<file path="config.mk">
export PLATFORM = sky130hd
export DESIGN_NAME = salc_scan
export DESIGN_NICKNAME = d
export VERILOG_FILES = /design/src/hw/rtl/salc_pkg.sv /design/src/hw/rtl/salc_scan.sv
export SDC_FILE = /design/constraint.sdc
export NUM_CORES = 1
export LEC_CHECK = 0
export BUFFER_PORTS_ARGS = -buffer_cell sky130_fd_sc_hd__buf_2
export CAP_MARGIN = 20
export CORE_MARGIN = 2
export CORE_UTILIZATION = 40
export CTS_BUF_LIST = sky130_fd_sc_hd__clkbuf_8
export DETAILED_ROUTE_END_ITERATION = 8
export GPL_ROUTABILITY_DRIVEN = 0
export PLACE_DENSITY = 0.77
export SYNTH_ARGS = -nofsm -noshare
export SYNTH_HDL_FRONTEND = slang
export SYNTH_SLANG_ARGS = --single-unit
</file>
<file path="constraint.sdc">
create_clock -name clk -period 7.2 [get_ports clk]
set_clock_uncertainty 0.1 [all_clocks]
set_input_delay 1.44 -clock clk [delete_from_list [all_inputs] [get_ports clk]]
set_output_delay 1.44 -clock clk [all_outputs]
set_load 0.05 [all_outputs]
</file>
<file path="src/hw/rtl/salc_pkg.sv">
`timescale 1ns / 1ps

package salc_pkg;

	localparam int ADDR_W     = 64;
	localparam int TAG_W      = 64;
	localparam int STAMP_W    = 64;
	localparam int TOTAL_W    = 32;
	localparam int IDX_W      = 7;
	localparam int WAY_IDX_W  = 4;
	localparam int CFG_IDX_W  = 2;
	localparam int CFG_DATA_W = 8;

	localparam logic [CFG_IDX_W-1:0] CFG_SET_BITS   = 2'd0;
	localparam logic [CFG_IDX_W-1:0] CFG_BLOCK_BITS = 2'd1;
	localparam logic [CFG_IDX_W-1:0] CFG_WAYS_USED  = 2'd2;

	typedef enum logic [2:0] {
		ST_CLEAR,
		ST_IDLE,
		ST_READ,
		ST_SCAN,
		ST_WRITE
	} state_t;

	typedef struct packed {
		logic                 found;
		logic                 hit;
		logic [WAY_IDX_W-1:0] way;
	} scan_t;

	typedef struct packed {
		logic [1:0] hits;
		logic       miss;
		logic       evict;
	} delta_t;

endpackage

</file>
<file path="src/hw/rtl/salc_scan.sv">
`timescale 1ns / 1ps

module salc_scan (
	input  logic                           clk,
	input  logic                           step,
	input  logic                           first,
	input  logic [salc_pkg::WAY_IDX_W-1:0] way,
	input  logic                           line_valid,
	input  logic [salc_pkg::TAG_W-1:0]     line_tag,
	input  logic [salc_pkg::STAMP_W-1:0]   line_stamp,
	input  logic [salc_pkg::TAG_W-1:0]     ref_tag,
	output salc_pkg::scan_t                res
);

	logic [salc_pkg::STAMP_W-1:0]   least_q;
	logic [salc_pkg::WAY_IDX_W-1:0] min_way_q;
	logic                           is_hit;
	logic                           lower;

	assign is_hit = line_valid && (line_tag == ref_tag);
	// strict compare keeps the lowest way on a tie
	assign lower  = first || (line_stamp < least_q);

	always_comb begin
		res.found = !line_valid || is_hit;
		res.hit   = is_hit;
		res.way   = (res.found || lower) ? way : min_way_q;
	end

	always_ff @(posedge clk) begin
		if (step && lower) begin
			least_q   <= line_stamp;
			min_way_q <= way;
		end
	end

endmodule

</file>
==> results.sh <==
export IMPL_outcome="finished clean"
export IMPL_final_common_cell="buf_2"
export IMPL_cts_buffers=9
export IMPL_slew_headroom_pct=51.30
export IMPL_p_per_area_nw_per_um2=164.3
export IMPL_place_hpwl_um=10050
export IMPL_r2r_cells=10
export IMPL_holdBufCountCts=0
export IMPL_ys_warn_count=0
export IMPL_synth_fp_nets=653
export IMPL_synthCells=390
export IMPL_power_total_mw=0.9575
export IMPL_grt_pass1_wl_um=18150
export IMPL_antenna_left=0
export IMPL_r2r_slack_ns=3.39
export IMPL_grt_total_usage_pct=20.33
export IMPL_avgSynthCellArea_um2=11.45
export IMPL_layout_min_cycle_time_ns=5.558
export IMPL_vias_per_cell=4.887
export IMPL_nNetsFinal=869
export IMPL_clkLatencyLatePin_ns=0.34
export IMPL_path_class="primary input to output port"
export IMPL_die_h_um=109.6
export IMPL_cts_tree="done"
export IMPL_hp_class="primary input to flip-flop"
export IMPL_cp_max_fo=4
export IMPL_swShare_pct=27.57
export IMPL_min_delay_worst_endpoint="least_q[54]$_DFFE_PP_"
export IMPL_worstHoldStart="line_stamp[54]"
export IMPL_met3_usage_pct=5.098
export IMPL_grt_max_degree=45
export IMPL_timing_rr_start="least_q[26]$_DFFE_PP_"
export IMPL_die_w_um=109.6
export IMPL_slew_viol_final=0
export IMPL_clock_root_buffer="clkbuf_8"
export IMPL_hold_violations=0
export IMPL_cts_resized=0
export IMPL_core_area_um2=10890
export IMPL_met2_usage_pct=36.55
export IMPL_die_area_um2=12020
export IMPL_setup_viol=0
export IMPL_portBuffers=205
export IMPL_critPathArrivalTime_ns=4.02
export IMPL_fmax_mhz=179.9
export IMPL_worstReg2RegEnd="least_q[34]$_DFFE_PP_"
export IMPL_comb_power_share_pct=23.5
export IMPL_ios=206
export IMPL_drtPass1Iterations=4
export IMPL_worst_pin_slew_ns=0.7290
export IMPL_p_clk_share_pct=26.8
export IMPL_h_tree_depth=3
export IMPL_area_growth_pct=30.58
export IMPL_cts_setup_buffers=0
export IMPL_final_cell_mix="205 x buf_2, 68 x edfxtp_1, 67 x inv_1, 64 x xnor2_1, 63 x ha_1"
export IMPL_wl_per_cell_um=15.56
export IMPL_routed_wl_um=11720
export IMPL_dp_cells=735
export IMPL_globalRoute_totalOverflow=0
export IMPL_seqPwrFrac_pct=49.6
export IMPL_gr_max_usage_layer="met2"
export IMPL_end_kind="output port"
export IMPL_cp_start_kind="primary input"
export IMPL_rsz0062_at_grt="false"
export IMPL_drcViolationCount=0
export IMPL_post_route_period_util_pct=77.19
export IMPL_leakage_nw=2.762
export IMPL_synth_cell_area_um2=4464
export IMPL_timing_setup_tns_ns=0
export IMPL_start_util_pct=41.00
export IMPL_met1_usage_pct=23.09
export IMPL_drive_gt1_share_pct=37.27
export IMPL_finalNonFillerCells=753
export IMPL_antenna_found_initial=4
export IMPL_clk_pin_slew_ns=0.07
export IMPL_cap_viol_max_count=0
export IMPL_required_ns=5.66
export IMPL_worstHoldPathCells=1
export IMPL_grt_pass1_vias=3810
export IMPL_synth_seq_cells=68
export IMPL_num_vias=3680
export IMPL_ys_seq_area_share_pct=45.74
export IMPL_p_int_mw=0.6935
export IMPL_yosysUniqueCellTypes=34
export IMPL_drt_iter0_drc=211
export IMPL_cts_sinks=68
export IMPL_vdd_drop_max_mv=0.07773
export IMPL_netSwitchingPower_mw=0.2640
export IMPL_rows=38
export IMPL_clk_path_buf_depth=2
## how the worst max path moves through the flow
stage	from	end	slack [ns]	depth (start not counted)
floorplan	line_stamp[26]	least_q[0]$_DFFE_PP_	0.75	8
global placement	line_stamp[61]	res[3]	1.73	9
detailed placement	line_stamp[38]	res[2]	1.64	9
CTS	line_stamp[38]	res[2]	1.61	9
global route	line_stamp[38]	res[2]	1.45	9
finish	line_stamp[38]	res[2]	1.64	9
## routing by layer
layer | routed length, um | share of wire, %
met5 | 0 | 0
met4 | 285 | 2.4
met1 | 4738 | 40
met3 | 807 | 6.9
met2 | 5884 | 50
## registers in the layout (all words and copies together), names as in the netlist
signal	flops
min_way_q	4
least_q	64
## critical path, stage by stage
cell and delay [ns]:
buf_2 0.11, ha_1 0.32, nand4_1 0.22, nor4_1 0.37, nand4_1 0.21, o211a_1 0.33
a311oi_4 0.44, mux2_1 0.37, buf_2 0.22
## area by class of cell
cell class                 count  area, um2
fill                         964       5059
multi-input combinational    255       2175
timing repair buffer         206       1033
tap                          140      175.2
inverter                      66      247.7
antenna                        4      10.01
clock buffer                   9      123.9
clock inverter                 5      22.52
sequential                    68       2042
## kinds of logic after synthesis
family,Yosys count,share of synthesized area (%)
adders and majority gates,63,17.66
xor gates and xnor gates,64,12.56
muxes,4,1.009
DFF,68,45.74
and+or+nand+nor,75,10.17
AOI/OAI and AO/OA,49,7.147
buffers and inverters,67,5.718
## synthesized netlist by cell type, drive strengths merged
cell type,instances,area (um2)
inv,66,247.7
a21oi,24,120.1
a21boi,2,15.01
o211a,1,10.01
nor2b,1,6.260
a21o,5,37.54
o21a,1,7.510
edfxtp,68,2042
xnor2,64,560.5
a31oi,1,6.260
nor3,3,15.01
a311oi,1,26.28
a221oi,2,23.77
buf,1,7.510
mux2,4,45.04
o21ai,7,35.03
a211oi,4,30.03
ha,63,788.3
nand4,30,193.9
or3,2,12.51
and4,1,8.760
nand3,8,40.04
nor4,9,83.83
nand2,16,70.07
o31ai,1,7.510
nand2b,2,12.51
nor2,3,11.26
## power groups by stage
| stage | logic [mW] | clock network (mW) | registers [mW] |
|---|---|---|---|
| after detailed placement | 0.226 | 0 | 0.484 |
| after global placement | 0.216 | 0 | 0.483 |
| final | 0.225 | 0.257 | 0.475 |
| after floorplan | 0.123 | 0 | 0.485 |
| after CTS | 0.227 | 0.262 | 0.476 |
| after global routing | 0.254 | 0.282 | 0.478 |
## metrics by stage
step,setup WS [ns],hold slack (ns),instance area (um2),util [%]
after floorplan,0.7454,1.439,4464,-
after global placement,1.731,1.339,5673,52.10
after detailed placement,1.643,1.345,5673,52.10
after CTS,1.610,1.172,5819,53.45
after global routing,1.447,1.161,5829,53.54
final,1.642,1.191,5829,53.54
No activity file was read; power rests on OpenSTA's default activity.
