`config.mk`:
```
export PLATFORM = sky130hd
export DESIGN_NAME = salc_result_flat
export DESIGN_NICKNAME = d
export VERILOG_FILES = /design/src/hw/rtl/salc_pkg.sv /design/src/hw/rtl/salc_ifs.sv /design/src/hw/rtl/salc_result.sv /design/src/flat_wrapper.sv
export SDC_FILE = /design/constraint.sdc
export NUM_CORES = 1
export LEC_CHECK = 0
export BUFFER_PORTS_ARGS = -buffer_cell sky130_fd_sc_hd__clkbuf_2
export CAP_MARGIN = 40
export CORE_UTILIZATION = 57
export CTS_CLUSTER_SIZE = 30
export DETAILED_ROUTE_END_ITERATION = 7
export PLACE_DENSITY = 0.86
export SYNTH_ARGS = -nofsm -noshare
export SYNTH_HDL_FRONTEND = slang
export SYNTH_SLANG_ARGS = --single-unit
```
`constraint.sdc`:
```
create_clock -name clk -period 5.2 [get_ports clk]
set_input_delay 1.04 -clock clk [delete_from_list [all_inputs] [get_ports clk]]
set_output_delay 1.04 -clock clk [all_outputs]
set_load 0.03 [all_outputs]
```
`src/hw/rtl/salc_pkg.sv`:
```
`timescale 1ns / 1ps

package salc_pkg;

	localparam int ADDR_W     = 64;
	localparam int TAG_W      = 64;
	localparam int STAMP_W    = 64;
	localparam int TOTAL_W    = 32;
	localparam int IDX_W      = 7;
	localparam int WAY_IDX_W  = 4;
	localparam int CFG_IDX_W  = 2;
	localparam int CFG_DATA_W = 8;

	localparam logic [CFG_IDX_W-1:0] CFG_SET_BITS   = 2'd0;
	localparam logic [CFG_IDX_W-1:0] CFG_BLOCK_BITS = 2'd1;
	localparam logic [CFG_IDX_W-1:0] CFG_WAYS_USED  = 2'd2;

	typedef enum logic [2:0] {
		ST_CLEAR,
		ST_IDLE,
		ST_READ,
		ST_SCAN,
		ST_WRITE
	} state_t;

	typedef struct packed {
		logic                 found;
		logic                 hit;
		logic [WAY_IDX_W-1:0] way;
	} scan_t;

	typedef struct packed {
		logic [1:0] hits;
		logic       miss;
		logic       evict;
	} delta_t;

endpackage

```
`src/hw/rtl/salc_ifs.sv`:
```


interface salc_out_if;
	logic                         valid;
	logic                         ready;
	logic [1:0]                   hits_added;
	logic                         was_miss;
	logic                         was_evict;
	logic [salc_pkg::TOTAL_W-1:0] total_hit_count;
	logic [salc_pkg::TOTAL_W-1:0] total_miss_count;
	logic [salc_pkg::TOTAL_W-1:0] total_evict_count;

	modport source (output valid, hits_added, was_miss, was_evict, total_hit_count,
		total_miss_count, total_evict_count, input ready);
	modport sink (input valid, hits_added, was_miss, was_evict, total_hit_count,
		total_miss_count, total_evict_count, output ready);
endinterface


```
`src/hw/rtl/salc_result.sv`:
```
`timescale 1ns / 1ps

module salc_result (
	input  logic              clk,
	input  logic              arst_n,
	input  logic              update,
	input  salc_pkg::delta_t  delta,
	output logic              free,
	salc_out_if.source        out
);

	logic [salc_pkg::TOTAL_W-1:0] hit_q;
	logic [salc_pkg::TOTAL_W-1:0] miss_q;
	logic [salc_pkg::TOTAL_W-1:0] evict_q;
	logic                         valid_q;
	logic [1:0]                   hits_q;
	logic                         was_miss_q;
	logic                         was_evict_q;
	logic [salc_pkg::TOTAL_W:0]   hit_sum;
	logic [salc_pkg::TOTAL_W:0]   miss_sum;
	logic [salc_pkg::TOTAL_W:0]   evict_sum;
	logic [salc_pkg::TOTAL_W-1:0] hit_n;
	logic [salc_pkg::TOTAL_W-1:0] miss_n;
	logic [salc_pkg::TOTAL_W-1:0] evict_n;

	assign free = !valid_q || out.ready;

	assign hit_sum   = {1'b0, hit_q} + {{(salc_pkg::TOTAL_W - 1){1'b0}}, delta.hits};
	assign miss_sum  = {1'b0, miss_q} + {{salc_pkg::TOTAL_W{1'b0}}, delta.miss};
	assign evict_sum = {1'b0, evict_q} + {{salc_pkg::TOTAL_W{1'b0}}, delta.evict};

	// saturate on carry out
	assign hit_n   = hit_sum[salc_pkg::TOTAL_W] ? '1 : hit_sum[salc_pkg::TOTAL_W-1:0];
	assign miss_n  = miss_sum[salc_pkg::TOTAL_W] ? '1 : miss_sum[salc_pkg::TOTAL_W-1:0];
	assign evict_n = evict_sum[salc_pkg::TOTAL_W] ? '1 : evict_sum[salc_pkg::TOTAL_W-1:0];

	always_ff @(posedge clk or negedge arst_n) begin
		if (!arst_n) begin
			hit_q   <= '0;
			miss_q  <= '0;
			evict_q <= '0;
			valid_q <= 1'b0;
		end else begin
			if (update) begin
				hit_q   <= hit_n;
				miss_q  <= miss_n;
				evict_q <= evict_n;
				valid_q <= 1'b1;
			end else if (out.ready) begin
				valid_q <= 1'b0;
			end
		end
	end

	always_ff @(posedge clk) begin
		if (update) begin
			hits_q      <= delta.hits;
			was_miss_q  <= delta.miss;
			was_evict_q <= delta.evict;
		end
	end

	assign out.valid             = valid_q;
	assign out.hits_added        = hits_q;
	assign out.was_miss          = was_miss_q;
	assign out.was_evict         = was_evict_q;
	assign out.total_hit_count   = hit_q;
	assign out.total_miss_count  = miss_q;
	assign out.total_evict_count = evict_q;

endmodule

```
`src/flat_wrapper.sv`:
```
// flat-port wrapper written by rule: the top's interface ports become plain ports
module salc_result_flat 
  (clk, arst_n, update, delta, free, out_valid, out_hits_added, out_was_miss, out_was_evict, out_total_hit_count, out_total_miss_count, out_total_evict_count, out_ready);
  salc_out_if out_i ();
  input  logic clk;
  input  logic arst_n;
  input  logic update;
  input  salc_pkg::delta_t delta;
  output logic free;
  output wire logic [$bits(out_i.valid)-1:0] out_valid;
  output wire logic [$bits(out_i.hits_added)-1:0] out_hits_added;
  output wire logic [$bits(out_i.was_miss)-1:0] out_was_miss;
  output wire logic [$bits(out_i.was_evict)-1:0] out_was_evict;
  output wire logic [$bits(out_i.total_hit_count)-1:0] out_total_hit_count;
  output wire logic [$bits(out_i.total_miss_count)-1:0] out_total_miss_count;
  output wire logic [$bits(out_i.total_evict_count)-1:0] out_total_evict_count;
  input wire logic [$bits(out_i.ready)-1:0] out_ready;
  assign out_valid = out_i.valid;
  assign out_hits_added = out_i.hits_added;
  assign out_was_miss = out_i.was_miss;
  assign out_was_evict = out_i.was_evict;
  assign out_total_hit_count = out_i.total_hit_count;
  assign out_total_miss_count = out_i.total_miss_count;
  assign out_total_evict_count = out_i.total_evict_count;
  assign out_i.ready = out_ready;
  salc_result u_core (.clk(clk), .arst_n(arst_n), .update(update), .delta(delta), .free(free), .out(out_i));
endmodule
```
==> parameters.txt <==
Parameter                              Value

Status
  Result of the run    finished, final reports clean

CTS
  Buffer levels on the longest clock path    2
  Hold_buf cts    0
  Clk slew on worst S/H paths    0.09 ns
  # resized after CTS    0
  Clk sinks    about 100
  Post CTS Setup Buffer Count    0
  CTS root buf    sky130_fd_sc_hd__clkbuf_8
  H-tree depth    3
  Skew-Pair Late Insertion Delay    ~0.37 ns
  Number of buffers inserted during clock tree synthesis    9
  TritonCTS clock tree    built

Yosys
  Synth top area cells    sky130_fd_sc_hd__dfrtp_1 (48%), sky130_fd_sc_hd__nand2_1 (6.4%), sky130_fd_sc_hd__xnor2_1 (4.7%)
  Mean post-synth cell area    9.57 um^2
  Sequential element share of the synthesized area    50.3%
  Post-synthesis cell count    529
  Library cell occupying the most area in the post-synthesis netlist    sky130_fd_sc_hd__dfrtp_1
  EDFF count, synth    4
  Post-synthesis net count    between 500 and 600
  Cell variety after synth    38
  Number of warnings issued by yosys    0
  Cell area after synthesis    between 0.005 and 0.006 mm^2
  Area share of the largest cell type after synthesis    a little under half
  Proportion of synthesized flip-flops having asynchronous set or reset    between 90% and 100%
  Synthesized flop and latch total    101
  Top flip-flop cell by instance count after synthesis    sky130_fd_sc_hd__dfrtp_1

Pwr
  Internal power    around 1.2 mW
  Worst-case vdd ir drop    0.417 mV
  Switching fraction of total power    35.3%
  Net switching power figure    675 uW
  Standby leakage power    2.96 nW
  Total power divided by cell area    about 320 mW/mm^2
  Power share of the sequential group    51.1%
  Gate power share    a little under a quarter
  Clock network fraction of total power    26.2%

Finish
  Proportion of layout cells with a drive suffix above 1    21.8%
  Nets@finish    between 600 and 700
  Final instance count without filler cells    roughly 750
  Most common cell after layout, fill and taps aside    sky130_fd_sc_hd__clkbuf_2
  Most frequent cells in the layout    sky130_fd_sc_hd__clkbuf_2 (108), sky130_fd_sc_hd__dfrtp_1 (97), sky130_fd_sc_hd__nand2_1 (87), sky130_fd_sc_hd__nor2_1 (37), sky130_fd_sc_hd__nand4_1 (35)
  Ant diodes    0
  Final core occ    68.3%
  Relative area change from synthesis to final layout    17.0%

Floorplanning
  Die ar.    just over 0.009 mm^2
  Y dimension of the die    96.3 um
  Area of the core    roughly 0.0087 mm^2
  Die W    just under 100 um
  Row cnt    34
  Starting Density    58.4%
  Number of ports placed on the die boundary    110

Detailed routing
  First-iteration detailed-routing DRC count    252
  Post-detailed-route DRC marker count    0
  Count of vias placed by the detailed router    4,527
  Average detailed-routed wire length per instance    15.9 um
  Per-cell via count in the routed design    6.00
  Routed wire length    12,000 um
  Detailed-routing iteration count for the pre-antenna-repair pass    5
  Post-route antenna net violation count    0

Place
  IO buf count    roughly 110
  Placed cells    738
  Routability cong.    between 0.9 and 1
  HPWL after DPL    8780 um

STA
  Max Clk Rate    0.320 GHz
  Clock Skew    between 0.008 and 0.009 ns
  Sum of negative setup slack    0 ns
  Final worst-path cycle share    60.2%
  Final period demand of the worst path    3.13 ns
  Transition at the pin with the smallest max-transition slack    1.01 ns
  Unrepaired setup endpoints after global routing    no
  Worst slew margin    32.2%
  Fin Hold WS    ~0.54 ns
  Final Hold Violating Endpoints    0
  Final Slew Violations    0
  Final setup viols    0

Worst setup path
  Crit. End Element    register
  Register-to-Register Setup Slack    approximately 2.5 ns
  Setup crit end    u_core.out.total_evict_count[30]
  Startpoint kind of the worst setup timing path    primary input
  Highest fanout seen on the critical path    29
  Count of cells along the worst register-to-register path    7
  Origin of the worst setup path    update
  Critical register-to-register path endpoint    u_core.out.total_evict_count[30]
  Data arrival time of the critical path    3.39 ns
  Beginning of the worst register-to-register path    u_core.out.total_evict_count[0]
  Type of the worst setup path    in2reg
  WP data required    5.46 ns

Global routing
  Antenna violations before repair    0
  Largest net degree at the start of global routing    51
  Wire length of the first global-routing pass    19,500 um
  Global router's overall resource usage    a little over a quarter
  Remaining global-route overflow    0
  Via count of the first global-routing pass    4,074

Run
  Max_cap viols    0

Worst hold path
  Worst Hold Class    reg2reg
==> metal layers <==
metal	vias to the layer above	global-route usage [%]	wire (um)
met2	176	44.7	5970
met5	-	0	0
met1	2216	36.6	5000
li1	2119	-	-
met4	0	9.33	177
met3	16	5.53	808
==> area by class of cell <==
| cell class | count | area [um^2] |
|---|---|---|
| flip-flops and latches | 101 | 2550 |
| repair buffers | 112 | 574 |
| clock inverters | 3 | 45.0 |
| well taps | 108 | 135 |
| clock buffers | 13 | 149 |
| fillers | 704 | 2750 |
| inverters | 18 | 67.6 |
| multi-input cells | 399 | 2410 |
==> Yosys cell counts (2+ instances only) <==
library cell	instances
sky130_fd_sc_hd__a21oi_1	24
sky130_fd_sc_hd__a31oi_1	12
sky130_fd_sc_hd__a41oi_1	5
sky130_fd_sc_hd__and2_1	6
sky130_fd_sc_hd__and3_1	21
sky130_fd_sc_hd__and4_1	9
sky130_fd_sc_hd__clkbuf_1	10
sky130_fd_sc_hd__dfrtp_1	97
sky130_fd_sc_hd__edfxtp_1	4
sky130_fd_sc_hd__ha_1	6
sky130_fd_sc_hd__inv_1	18
sky130_fd_sc_hd__mux2_2	9
sky130_fd_sc_hd__mux2i_1	6
sky130_fd_sc_hd__nand2_1	87
sky130_fd_sc_hd__nand2b_1	2
sky130_fd_sc_hd__nand3_1	31
sky130_fd_sc_hd__nand4_1	35
sky130_fd_sc_hd__nor2_1	37
sky130_fd_sc_hd__nor3_1	17
sky130_fd_sc_hd__nor4_1	12
sky130_fd_sc_hd__nor4_2	2
sky130_fd_sc_hd__o21ai_0	8
sky130_fd_sc_hd__or3_1	4
sky130_fd_sc_hd__or4_1	6
sky130_fd_sc_hd__xnor2_1	27
sky130_fd_sc_hd__xor2_1	22
==> power groups by stage <==
stage | clock [mW] | sequential, mW | combinational [mW]
global route | 0.541 | 0.991 | 0.475
detailed placement | 0 | 0.988 | 0.435
finish | 0.501 | 0.975 | 0.434
floorplan | 0 | 1.12 | 0.146
global placement | 0 | 0.980 | 0.425
CTS | 0.505 | 0.973 | 0.439
==> kinds of logic (layout without fill, tap and decap cells) <==
group / Yosys count / count (layout) / synth area share (%)
buffers and inverters: 29 / 146 / 2.17
XOR/XNOR: 49 / 49 / 8.47
AO/OA/AOI/OAI: 52 / 52 / 5.95
AND/OR/NAND/NOR: 276 / 276 / 28.0
adder cells (fa/ha/maj): 7 / 7 / 1.88
multiplexers: 15 / 15 / 3.19
flip-flops: 101 / 101 / 50.3
==> state kept, by name, indices dropped and copies added (netlist names) <==
name	flops
u_core.out.total_miss_count	32
u_core.out.was_miss	1
u_core.out.was_evict	1
u_core.out.total_hit_count	32
u_core.out.total_evict_count	32
u_core.out.valid	1
u_core.out.hits_added	2
==> per-stage QoR <==
stage	power (mW)	setup WS, ns	area [um^2]
final	1.91	2.07	5930
after global placement	1.40	1.74	5720
after global routing	2.01	1.94	5930
after detailed placement	1.42	1.70	5730
after floorplan	1.26	2.13	5060
after CTS	1.92	2.07	5930
==> worst min-delay path by stage <==
stage	from	slack (ns)	depth (start not counted)	to
5_1_grt	u_core.out.total_hit_count[14]	0.55	1	u_core.out.total_hit_count[14]
4_1_cts	u_core.out.total_hit_count[14]	0.53	1	u_core.out.total_hit_count[14]
3_3_place_gp	u_core.out.total_hit_count[14]	0.51	1	u_core.out.total_hit_count[14]
3_5_place_dp	u_core.out.total_hit_count[14]	0.51	1	u_core.out.total_hit_count[14]
6_report	u_core.out.total_hit_count[14]	0.54	1	u_core.out.total_hit_count[14]
2_1_floorplan	u_core.out.total_evict_count[31]	0.66	2	u_core.out.total_evict_count[31]
==> worst max-delay path: stages <==
cell,delay [ns]
sky130_fd_sc_hd__clkbuf_2,0.44
sky130_fd_sc_hd__nand3_1,0.25
sky130_fd_sc_hd__or3_1,0.47
sky130_fd_sc_hd__or4_1,0.59
sky130_fd_sc_hd__nor3_1,0.22
sky130_fd_sc_hd__mux2_2,0.36
(Power assumes the default switching activity.)
